[config.mk]
export PLATFORM = sky130hd
export DESIGN_NAME = lrom_queue
export DESIGN_NICKNAME = d
export VERILOG_FILES = /design/src/hw/rtl/assert_macros.svh /design/src/hw/rtl/lrom_pkg.sv /design/src/hw/rtl/lrom_queue.sv
export SDC_FILE = /design/constraint.sdc
export NUM_CORES = 1
export LEC_CHECK = 0
export BUFFER_PORTS_ARGS = -buffer_cell sky130_fd_sc_hd__buf_2
export CORE_MARGIN = 8
export CORE_UTILIZATION = 55
export DETAILED_ROUTE_END_ITERATION = 12
export PLACE_DENSITY = 0.8
export REMOVE_ABC_BUFFERS = 1
export SYNTH_ARGS = -nofsm -noshare
export SYNTH_HDL_FRONTEND = slang
export SYNTH_SLANG_ARGS = --single-unit
[constraint.sdc]
create_clock -name clk -period 10.25 [get_ports clk]
set_input_delay 1.5375 -clock clk [delete_from_list [all_inputs] [get_ports clk]]
set_output_delay 1.5375 -clock clk [all_outputs]
set_load 0.01 [all_outputs]
[src/hw/rtl/assert_macros.svh]
// Assertion helpers for the occupancy marker RTL.
// Depends on a clk and an active-low rst_n in the including scope.
`ifndef ASSERT_MACROS_SVH
`define ASSERT_MACROS_SVH

// Same-cycle implication.
`define LROM_ASSERT_IMP(lbl, ante, cons, msg) \
  lbl: assert property (@(posedge clk) disable iff (!rst_n) (ante) |-> (cons)) \
    else $error(msg);

// Next-cycle implication.
`define LROM_ASSERT_NXT(lbl, ante, cons, msg) \
  lbl: assert property (@(posedge clk) disable iff (!rst_n) (ante) |=> (cons)) \
    else $error(msg);

`endif

[src/hw/rtl/lrom_pkg.sv]
// Shared types and constants for the lidar ray occupancy marker.
// No dependencies.
package lrom_pkg;

  typedef struct packed {
    logic               opcode;
    logic signed [15:0] pos_x;
    logic signed [15:0] pos_y;
    logic signed [15:0] rot_w;
    logic signed [15:0] rot_z;
    logic        [15:0] ray_range;
    logic signed [15:0] ray_angle;
    logic               ray_is_max;
    logic        [7:0]  read_x;
    logic        [7:0]  read_y;
  } lrom_in_t;

  typedef struct packed {
    logic signed [15:0] cell_x;
    logic signed [15:0] cell_y;
    logic               cell_value;
    logic        [2:0]  status;
  } lrom_out_t;

  typedef enum logic [1:0] {
    K_READ,
    K_DISABLED,
    K_MAXRANGE,
    K_RAY
  } lrom_kind_t;

  typedef struct packed {
    lrom_kind_t kind;
    lrom_in_t   item;
  } lrom_cmd_t;

  typedef struct packed {
    logic full;
    logic empty;
  } lrom_qstat_t;

  typedef enum logic [3:0] {
    S_CLEAR,
    S_IDLE,
    S_ATAN,
    S_PREP,
    S_ROT,
    S_TRIG,
    S_SUM,
    S_SCALE,
    S_LOAD,
    S_DIV,
    S_FIN,
    S_CHECK,
    S_MARK,
    S_READ
  } lrom_state_t;

  localparam logic [2:0] ST_MARKED    = 3'd0;
  localparam logic [2:0] ST_MAXRANGE  = 3'd1;
  localparam logic [2:0] ST_OUTSIDE   = 3'd2;
  localparam logic [2:0] ST_DISABLED  = 3'd3;
  localparam logic [2:0] ST_READ_DONE = 3'd4;

  localparam int QDEPTH        = 2;
  localparam int CORDIC_STEPS  = 20;
  localparam int CW            = 34;   // CORDIC datapath width
  localparam int SW            = 52;   // endpoint sum width
  localparam int RECIP_SHIFT   = 32;

  // ceil(2^32 / 100): exact quotient by 100 for dividends below 2^30
  localparam logic [25:0] RECIP_100    = 26'd42949673;

  localparam logic [31:0] HALF_TURN    = 32'h8000_0000;
  localparam logic [31:0] QUARTER_TURN = 32'h4000_0000;
  localparam logic [29:0] CORDIC_GAIN  = 30'd652032874;
  localparam logic [29:0] RAD_TO_BAM   = 30'd683565276;
  localparam logic [16:0] POS_OFFSET   = 17'd12800;   // 50 m in Q7.8

  localparam logic [31:0] ATAN_BAM [CORDIC_STEPS] = '{
    32'd536870912, 32'd316933406, 32'd167458907, 32'd85004756, 32'd42667331,
    32'd21354465,  32'd10679838,  32'd5340245,   32'd2670163,  32'd1335087,
    32'd667544,    32'd333772,    32'd166886,    32'd83443,    32'd41722,
    32'd20861,     32'd10430,     32'd5215,      32'd2608,     32'd1304
  };

endpackage

[src/hw/rtl/lrom_queue.sv]
// Short command queue between front and back.
// Depends on lrom_pkg.
module lrom_queue import lrom_pkg::*; (
  input  logic        clk,
  input  logic        rst_n,
  input  logic        q_push,
  input  lrom_cmd_t   q_cmd,
  input  logic        q_pop,
  output lrom_cmd_t   q_head,
  output lrom_qstat_t q_stat
);

  localparam int QAW = $clog2(QDEPTH);

  lrom_cmd_t        slot_r [QDEPTH];
  logic [QAW-1:0]   wptr_r, wptr_nxt;
  logic [QAW-1:0]   rptr_r, rptr_nxt;
  logic [QAW:0]     cnt_r, cnt_nxt;

  always_comb begin
    wptr_nxt = q_push ? QAW'(wptr_r + 1'b1) : wptr_r;
    rptr_nxt = q_pop  ? QAW'(rptr_r + 1'b1) : rptr_r;
    cnt_nxt  = cnt_r;
    if (q_push && !q_pop) begin
      cnt_nxt = cnt_r + 1'b1;
    end else if (!q_push && q_pop) begin
      cnt_nxt = cnt_r - 1'b1;
    end
  end

  always_ff @(posedge clk) begin
    if (!rst_n) begin
      wptr_r <= '0;
      rptr_r <= '0;
      cnt_r  <= '0;
    end else begin
      wptr_r <= wptr_nxt;
      rptr_r <= rptr_nxt;
      cnt_r  <= cnt_nxt;
    end
  end

  always_ff @(posedge clk) begin
    if (q_push) begin
      slot_r[wptr_r] <= q_cmd;
    end
  end

  assign q_head       = slot_r[rptr_r];
  assign q_stat.full  = (cnt_r == (QAW+1)'(QDEPTH));
  assign q_stat.empty = (cnt_r == '0);

endmodule

==> results.toml, run 1 <==
[final_layout]
fin_area_um2 = 10800
drive_gt1_share_pct = 59.4
nNetsFinal = 757
antenna_cells = 0
area_delta_synth_final_pct = 23.2

[route]
viasPerCell = 5.05
drc = 0
wl_per_cell_um = 19.9
drt_iter0_drc = 231
dr.pass1.iters = 4
vias = 4363
wl_um = 17200
antenna_left = 0

[cts]
cts_htree_levels = 1
cts_max_path_buffers = 3
cts_hold_buf = 0
insertion_delay_ps = 490
postCtsSetupBuffers = 0
numClockSinks = 237
cts_resized = 0
cts_tree = "yes"
clkTransAtPathRegs_ps = 60
numCtsBuffers = 23
cts-root-buf = "clkbuf_16"

[global_routing]
antenna_found_initial = 2
grt_max_degree = 66
grt_pass1_wl_um = 26100
grt_pass1_vias = 4882
track_usage_pct = 16.6
overflow = 0

[sta]
worst_slew_pin_slew_ps = 959
finalHoldViolCount = 0
finalCriticalPeriod_ps = 4390
finalSetupViolCount = 0
slew_violations = 0
slew_headroom_pct = 36.1
finalCritPeriodShare_pct = 42.8
tns_ps = 0
fmax_ghz = 0.228
fin_skew_ps = 9.23
rsz0062_at_grt = "false"

[setup_path]
crit_required_ps = 8710
crit_type = "reg2out"
start_kind = "flip-flop"
cp.arrival_ps = 2850
endpoint_kind = "output port"
crit_path_max_fanout = 65

[synth]
synth-adder-area-share_pct = 0.143
synth_top_family_by_area = "multiplexers"
synth_area_leaders = "edfxtp_1 (80%), mux2_2 (9.8%), mux2_4 (6.9%), dfxtp_1 (1.1%), buf_6 (0.77%)"
yosysMostFrequentCell = "edfxtp_1"
synthTopCellsByCount = "edfxtp_1 (232), mux2_2 (76), mux2_4 (40)"
yosysSeqAreaShare_pct = 80.8
synth_simple_gate_area_share_pct = 0.615
synth_xor_xnor_area_share_pct = 0.301
ys_types = 17
async_flop_share_pct = 0
synth_seq_cells = 237
yosysTopAreaCell = "edfxtp_1"
synth_top_area_share_pct = 79.7
synthCells = 383
synth_area_um2 = 8740
syn_area_per_cell_um2 = 22.8
synth_edf_count = 232
dominantRegCellSynth = "edfxtp_1"
synth_compound_area_share_pct = 0.229
yosys-mux-area-fraction_pct = 16.7
yosysWarnings = 0

[power]
switching_share_pct = 21.5
clock_power_share_pct = 34.8
peakVddDrop_mv = 0.145
power.density_nw_per_um2 = 194
power.switching_mw = 0.448
seq_power_share_pct = 54.8
intPower_mw = 1.64
leakage_nw = 4.13
pwr-share-comb_pct = 10.5

[floorplanning]
dieArea_um2 = 20200
start_util_pct = 55.6
die_x_um = 142
rows = 46
pin_count = 238
die_h_um = 142
core_um2 = 15700

[worst_hold_path]
hp-class = "reg2reg"

[outcome]
status = "finished, final reports clean"

[placement]
finalWeightedCongestion = 0.734
dp_hpwl_um = 11700
place_area_um2 = 10100
io_buffers = 237

[run]
cap_violations = 0
==> stage by stage <==
stage	worst slack [ps]	power (mW)	std cells	utilization (%)	hold slack (ps)
2_1_floorplan	3040	1.30	370	-	466
3_3_place_gp	6370	1.38	827	64.5	479
3_5_place_dp	6350	1.39	827	64.5	511
4_1_cts	5820	2.11	864	68.5	537
5_1_grt	5700	2.17	864	68.5	565
6_report	5860	2.09	864	68.5	532
==> layer usage <==
layer	vias to the layer above	track usage, %	routed length (um)	share of wire [%]
met1	2132	19.1	6500	38
met2	171	28.9	8760	51
li1	2028	-	-	-
met5	-	0	23	0.13
met3	28	5.50	1600	9.3
met4	4	4.47	280	1.6
==> worst paths after layout <==
path              cells after the start  slack, ps  startpoint              to
hold / removal                        2        530    cnt_r[1]        cnt_r[1]
setup / recovery                      3       5860   flip-flop      q_head[25]
hold reg to reg                       2        530    cnt_r[1]        cnt_r[1]
setup reg to reg                      3       7940      wptr_r  slot_r[0][114]
==> state kept, by name, indices dropped and copies added (netlist names), named ones only <==
name and count:
slot_r 232, cnt_r 2, rptr_r 1, wptr_r 1
==> worst max-delay path: stages, from the launching register on <==
cell and delay [ps]:
dfxtp_4 850, buf_4 850, mux2_2 430, buf_2 140
==> final cells by class <==
cell class	count	area, um^2
clock buffers	30	602
clock inverters	7	28.8
fillers	1028	4940
inverters	1	3.75
multi-input cells	132	1580
flip-flops and latches	237	7070
well taps	216	270
repair buffers	241	1220
==> logic make-up (layout without fill, tap and decap cells) <==
| family | Yosys count | in the layout |
|---|---|---|
| AO/OA/AOI/OAI | 3 | 3 |
| flip-flops | 237 | 237 |
| buffers and inverters | 14 | 279 |
| adder cells (fa/ha/maj) | 1 | 1 |
| AND/OR/NAND/NOR | 9 | 9 |
| XOR/XNOR | 3 | 3 |
| multiplexers | 116 | 116 |
==> placed cells by master, fill, tap and decap left out, drive strengths merged <==
cell type,count
a21boi,1
and2,4
buf,241
clkbuf,30
clkinv,7
dfxtp,5
edfxtp,232
ha,1
inv,1
mux2,116
nor2,1
nor2b,3
o21a,1
o21ai,1
or3,1
xnor2,1
xor2,2
==> power groups by stage <==
stage	sequential [mW]	clock [mW]	combinational, mW
floorplan	1.17	0	0.127
global placement	1.16	0	0.216
detailed placement	1.16	0	0.222
CTS	1.14	0.744	0.223
global route	1.15	0.784	0.235
finish	1.14	0.726	0.218
Power figures use the tool's default switching activity.
==> inputs of run 2 (changes only) <==
--- a/config.mk
+++ b/config.mk
@@ -5,11 +5,12 @@
 export SDC_FILE = /design/constraint.sdc
 export NUM_CORES = 1
 export LEC_CHECK = 0
+export ABC_AREA = 1
 export BUFFER_PORTS_ARGS = -buffer_cell sky130_fd_sc_hd__buf_2
 export CORE_MARGIN = 8
-export CORE_UTILIZATION = 55
+export CORE_UTILIZATION = 47
 export DETAILED_ROUTE_END_ITERATION = 12
-export PLACE_DENSITY = 0.8
+export PLACE_DENSITY = 0.73
 export REMOVE_ABC_BUFFERS = 1
 export SYNTH_ARGS = -nofsm -noshare
 export SYNTH_HDL_FRONTEND = slang
==> constraint.sdc (replaced) <==
create_clock -name clk -period 3.9 [get_ports clk]
set_input_delay 0.585 -clock clk [delete_from_list [all_inputs] [get_ports clk]]
set_output_delay 0.585 -clock clk [all_outputs]
set_load 0.01 [all_outputs]
==> run 2 against run 1 <==
Synthesized cell count up 3.4%; total power grew to 2.7 times the previous value; highest routed layer unchanged; die area rose by 15%; combinational power up 140%; critical path depth unchanged; largest cell class unchanged; critical endpoint is now q_head[30]; clock-buffer cell count increased by 2; global-route usage fell by 2.4 points; sequential cell count stayed put; area after synthesis grew 0.13%; routed wire length is 0.34% higher; clock skew is 2.8 ps lower.
==> results.toml, run 2 <==
[placement]
io_buffers = 237
place_area_um2 = 10200
dp_cells = 859
dp_hpwl_um = 11700
finalWeightedCongestion = 0.717

[cts]
numCtsBuffers = 24
cts_hold_buf = 0
cts_htree_levels = 1
numClockSinks = 237
clkTransAtPathRegs_ps = 60
cts_tree = "yes"
insertion_delay_ps = 500
cts_resized = 0
cts-root-buf = "clkbuf_16"
postCtsSetupBuffers = 0
cts_max_path_buffers = 3

[synth]
yosysMostFrequentCell = "edfxtp_1"
synth_edf_count = 232
yosysWarnings = 0
synth_area_leaders = "edfxtp_1 (80%), mux2_2 (9.8%), mux2_4 (6.9%), dfxtp_1 (1.1%), buf_6 (0.77%)"
synth_simple_gate_area_share_pct = 0.858
synth_top_area_share_pct = 79.6
dominantRegCellSynth = "edfxtp_1"
synth_xor_xnor_area_share_pct = 0
yosysSeqAreaShare_pct = 80.7
yosysTopAreaCell = "edfxtp_1"
synthCells = 396
syn_area_per_cell_um2 = 22.1
synth_compound_area_share_pct = 0.114
synth-adder-area-share_pct = 0.143
synth_area_um2 = 8750
synth_top_family_by_area = "multiplexers"
synthTopCellsByCount = "edfxtp_1 (232), mux2_2 (76), mux2_4 (40)"
yosys-mux-area-fraction_pct = 16.6
synth_seq_cells = 237
async_flop_share_pct = 0
ys_types = 14

[setup_path]
r2r-start = "wptr_r"
start_kind = "flip-flop"
slowest_stage = "dfxtp_4"
crit_path_max_fanout = 41
worstPathCellList = "buf_4 > mux2_2 > buf_2"
r2r_slack_ps = 2020
crit_required_ps = 3310
cp_top_family = "flip-flops"
ff2ff_path_depth = 3
cp.arrival_ps = 2270
crit_buf_inv = 2
crit_type = "reg2out"
max_stage_delay_ps = 770
reg2reg_to = "slot_r[1][96]"
endpoint_kind = "output port"

[worst_hold_path]
whs_endpoint = "slot_r[1][55]"
min_from = "q_cmd[55]"
hold_depth = 1
hp-class = "in2reg"

[power]
seq_power_share_pct = 53.3
leakage_nw = 4.22
power.density_nw_per_um2 = 514
switching_share_pct = 21.1
pwr-share-comb_pct = 9.3
peakVddDrop_mv = 0.353
intPower_mw = 4.44
clock_power_share_pct = 37.4
total_power_mw = 5.62
power.switching_mw = 1.19

[sta]
slew_violations = 0
finalSetupViolCount = 0
fin_skew_ps = 6.38
tns_ps = 0
finalCriticalPeriod_ps = 2850
fmax_ghz = 0.351
rsz0062_at_grt = "false"
worst_slew_pin_slew_ps = 875
finalHoldViolCount = 0
slew_headroom_pct = 41.6
finalCritPeriodShare_pct = 73.1

[floorplanning]
die_x_um = 152
core_um2 = 18500
start_util_pct = 47.3
rows = 50
die_h_um = 152
pin_count = 238
dieArea_um2 = 23200

[route]
antenna_left = 0
dr.pass1.iters = 4
viasPerCell = 4.92
wl_per_cell_um = 19.1
vias = 4446
wl_um = 17200
drc = 0
drt_iter0_drc = 220

[global_routing]
grt_pass1_vias = 5023
grt_max_degree = 65
grt_pass1_wl_um = 26500
overflow = 0
track_usage_pct = 14.2
antenna_found_initial = 3

[final_layout]
final_cell_mix = "buf_2 (237), edfxtp_1 (232), mux2_2 (76)"
nNetsFinal = 772
fin_area_um2 = 10900
final_cells = 904
max_flop_register = "slot_r"
drive_gt1_share_pct = 58.3
multi_input_area_um2 = 1560
top_regs = "slot_r (232), cnt_r (2)"
seq_area_um2 = 7070
num-fill-cells = 1393
area_delta_synth_final_pct = 24.9
layout_commonest_cell = "buf_2"
largest_reg_flops = 232

[outcome]
status = "finished, final reports clean"

[run]
cap_violations = 0
run 2: changes by cell type in the layout (fill, tap and decap cells not counted), sizes merged, moves of 2 or more:
cell    previous run  this run
nor2               1         9
inv                1         8
nand2              0         8
clkinv             7        11
xor2               2         0
clkbuf            30        32
and2               4         0
nor2b              3         0
run 2: through the flow:
step	hold WS (ps)	setup WS, ps	util [%]
2_1_floorplan	463	-2170	-
3_3_place_gp	479	1570	55.1
3_5_place_dp	491	1520	55.1
4_1_cts	250	987	59.0
5_1_grt	247	912	59.1
6_report	271	1050	59.1
run 2: layout make-up:
type                       instances  share of cell area, %
clock inverter                    12                  0.686
inverter                           8                  0.297
clock buffer                      32                   5.96
antenna                            1                 0.0229
tap                              234                   2.68
sequential                       237                   64.7
multi-input combinational        138                   14.3
timing repair buffer             242                   11.4
run 2: kinds of logic (layout without fill, tap and decap cells):
logic type	after synthesis	count (layout)
flip-flops	237	237
multiplexers	116	116
buffers and inverters	21	294
AND/OR/NAND/NOR	19	19
AO/OA/AOI/OAI	2	2
adder cells (fa/ha/maj)	1	1
other	0	1
run 2: power groups by stage:
stage | Sequential [mW] | Clock, mW | Combinational [mW]
finish | 3.00 | 2.10 | 0.526
global route | 3.01 | 2.26 | 0.568
CTS | 3.00 | 2.16 | 0.538
detailed placement | 3.05 | 0 | 0.535
global placement | 3.04 | 0 | 0.520
floorplan | 3.07 | 0 | 0.291
run 2: metal layers:
layer / track usage [%] / part of all wire [%] / up-vias
met5: 0 / 0.13 / -
met2: 25.3 / 50 / 171
li1: - / - / 2069
met1: 15.4 / 39 / 2167
met4: 4.29 / 2.1 / 4
met3: 5.56 / 8.9 / 35
run 2: worst max path at each step:
stage,end,slack [ps],cells past startpoint
finish,q_head[30],1050,3
global route,q_head[16],910,3
CTS,q_head[57],990,3
detailed placement,q_head[57],1520,3
global placement,q_head[36],1570,3
floorplan,slot_r[0][0],-2170,2
run 2: worst reg2reg max path: stages (launching register included):
cell,delay [ps]
dfxtp_1,390
nand2_1,130
inv_4,560
buf_12,440
==> inputs of run 3 (changes only) <==
--- a/config.mk
+++ b/config.mk
@@ -5,12 +5,12 @@
 export SDC_FILE = /design/constraint.sdc
 export NUM_CORES = 1
 export LEC_CHECK = 0
-export ABC_AREA = 1
+export ABC_AREA = 0
 export BUFFER_PORTS_ARGS = -buffer_cell sky130_fd_sc_hd__buf_2
 export CORE_MARGIN = 8
-export CORE_UTILIZATION = 47
+export CORE_UTILIZATION = 52
 export DETAILED_ROUTE_END_ITERATION = 12
-export PLACE_DENSITY = 0.73
+export PLACE_DENSITY = 0.76
 export REMOVE_ABC_BUFFERS = 1
 export SYNTH_ARGS = -nofsm -noshare
 export SYNTH_HDL_FRONTEND = slang
==> constraint.sdc (replaced) <==
create_clock -name clk -period 2.75 [get_ports clk]
set_input_delay 0.4125 -clock clk [delete_from_list [all_inputs] [get_ports clk]]
set_output_delay 0.4125 -clock clk [all_outputs]
set_load 0.01 [all_outputs]
==> run 3 against run 2 <==
Worst setup slack lost 530 ps; total power grew 42%; sequential cell count is the same; worst hold slack lost 170 ps; first-iteration DRC count shrank 2.7%.
==> results.toml, run 3 (synthesis gave the netlist of run 1 again) <==
[route]
dr.pass1.iters = 4
vias = 4425
drt_iter0_drc = 214
viasPerCell = 5.05
drc = 0
wl_um = 17200
antenna_left = 0
wl_per_cell_um = 19.6

[cts]
cts_htree_levels = 1
postCtsSetupBuffers = 0
cts_max_path_buffers = 3
numClockSinks = 237
numCtsBuffers = 24
insertion_delay_ps = 490
cts_hold_buf = 0
cts_tree = "yes"
clkTransAtPathRegs_ps = 60
cts-root-buf = "clkbuf_16"
cts_resized = 0

[run]
cap_violations = 0

[sta]
fmax_ghz = 0.447
tns_ps = 0
fin_skew_ps = 6.23
rsz0062_at_grt = "false"
worst_slew_pin_slew_ps = 560
finalHoldViolCount = 0
finalCriticalPeriod_ps = 2240
finalCritPeriodShare_pct = 81.3
finalSetupViolCount = 0
timing.hold.ws_ps = 101
slew_violations = 0
slew_headroom_pct = 62.7

[setup_path]
cp.arrival_ps = 1820
crit_path_max_fanout = 35
crit_required_ps = 2340
crit_type = "reg2out"
endpoint_kind = "output port"
start_kind = "flip-flop"

[final_layout]
max_flop_register = "slot_r"
largest_reg_flops = 232
seq_area_um2 = 7070
final_util_pct = 66.3
num-fill-cells = 1135
drive_gt1_share_pct = 60.1
layout_commonest_cell = "buf_2"
final_cells = 877
nNetsFinal = 762
top_regs = "slot_r (232), cnt_r (2)"
final_cell_mix = "buf_2 (237), edfxtp_1 (232), mux2_2 (76)"
multi_input_area_um2 = 1580
area_delta_synth_final_pct = 25.3

[floorplanning]
die_x_um = 146
pin_count = 238
start_util_pct = 52.9
dieArea_um2 = 21200
rows = 47
core_um2 = 16500
die_h_um = 146

[placement]
dp_hpwl_um = 11800
finalWeightedCongestion = 0.760
io_buffers = 237
dp_cells = 835

[global_routing]
grt_max_degree = 54
grt_pass1_vias = 4942
antenna_found_initial = 2
grt_pass1_wl_um = 26900
track_usage_pct = 15.8
overflow = 0

[power]
clock_power_share_pct = 36.2
leakage_nw = 4.20
total_power_mw = 7.97
peakVddDrop_mv = 0.525
seq_power_share_pct = 53.0
power.density_nw_per_um2 = 728
switching_share_pct = 21.5
intPower_mw = 6.26
pwr-share-comb_pct = 10.9
power.switching_mw = 1.72

[worst_hold_path]
hp-class = "in2reg"

[outcome]
status = "finished, final reports clean"
==> run 3: worst paths after layout <==
| path | start | endpoint | slack, ps | cells after the start |
|---|---|---|---|---|
| worst max-delay path | flip-flop | q_head[11] | 510 | 3 |
| worst min-delay path | q_cmd[73] | slot_r[0][73] | 100 | 1 |
| worst min register to register | cnt_r[1] | cnt_r[1] | 510 | 2 |
| worst max register to register | wptr_r | slot_r[1][29] | 1160 | 2 |
==> run 3: stage by stage <==
stage                     setup slack, ps  instance area (um^2)
after floorplan                     -3340                  8640
final                                 514                 11000
after CTS                             468                 10900
after global placement               1010                 10200
after global routing                  418                 11000
after detailed placement              990                 10200
==> run 3: cell type report <==
type	count	area share, %
clock inverter	10	0.457
tap	220	2.51
multi-input combinational	132	14.4
antenna	1	0.0229
clock buffer	31	5.92
sequential	237	64.6
inverter	1	0.0343
timing repair buffer	245	12.1
==> run 3: power by group through the flow <==
stage / combinational, mW / clock (mW) / sequential, mW
final: 0.867 / 2.88 / 4.22
after global routing: 0.936 / 3.10 / 4.24
after CTS: 0.887 / 2.96 / 4.22
after detailed placement: 0.882 / 0 / 4.30
after global placement: 0.861 / 0 / 4.29
after floorplan: 0.472 / 0 / 4.36
==> run 3: per-layer routing <==
metal	global-route usage, %	up-vias	wire length [um]
met4	4.27	2	298
met2	27.0	188	8600
li1	-	2036	-
met5	0	-	13
met3	5.63	32	1510
met1	18.5	2167	6800
==> run 3: critical path: stages, from the launching register on <==
cell	delay, ps
dfxtp_4	360
buf_4	400
mux2_2	410
buf_2	150
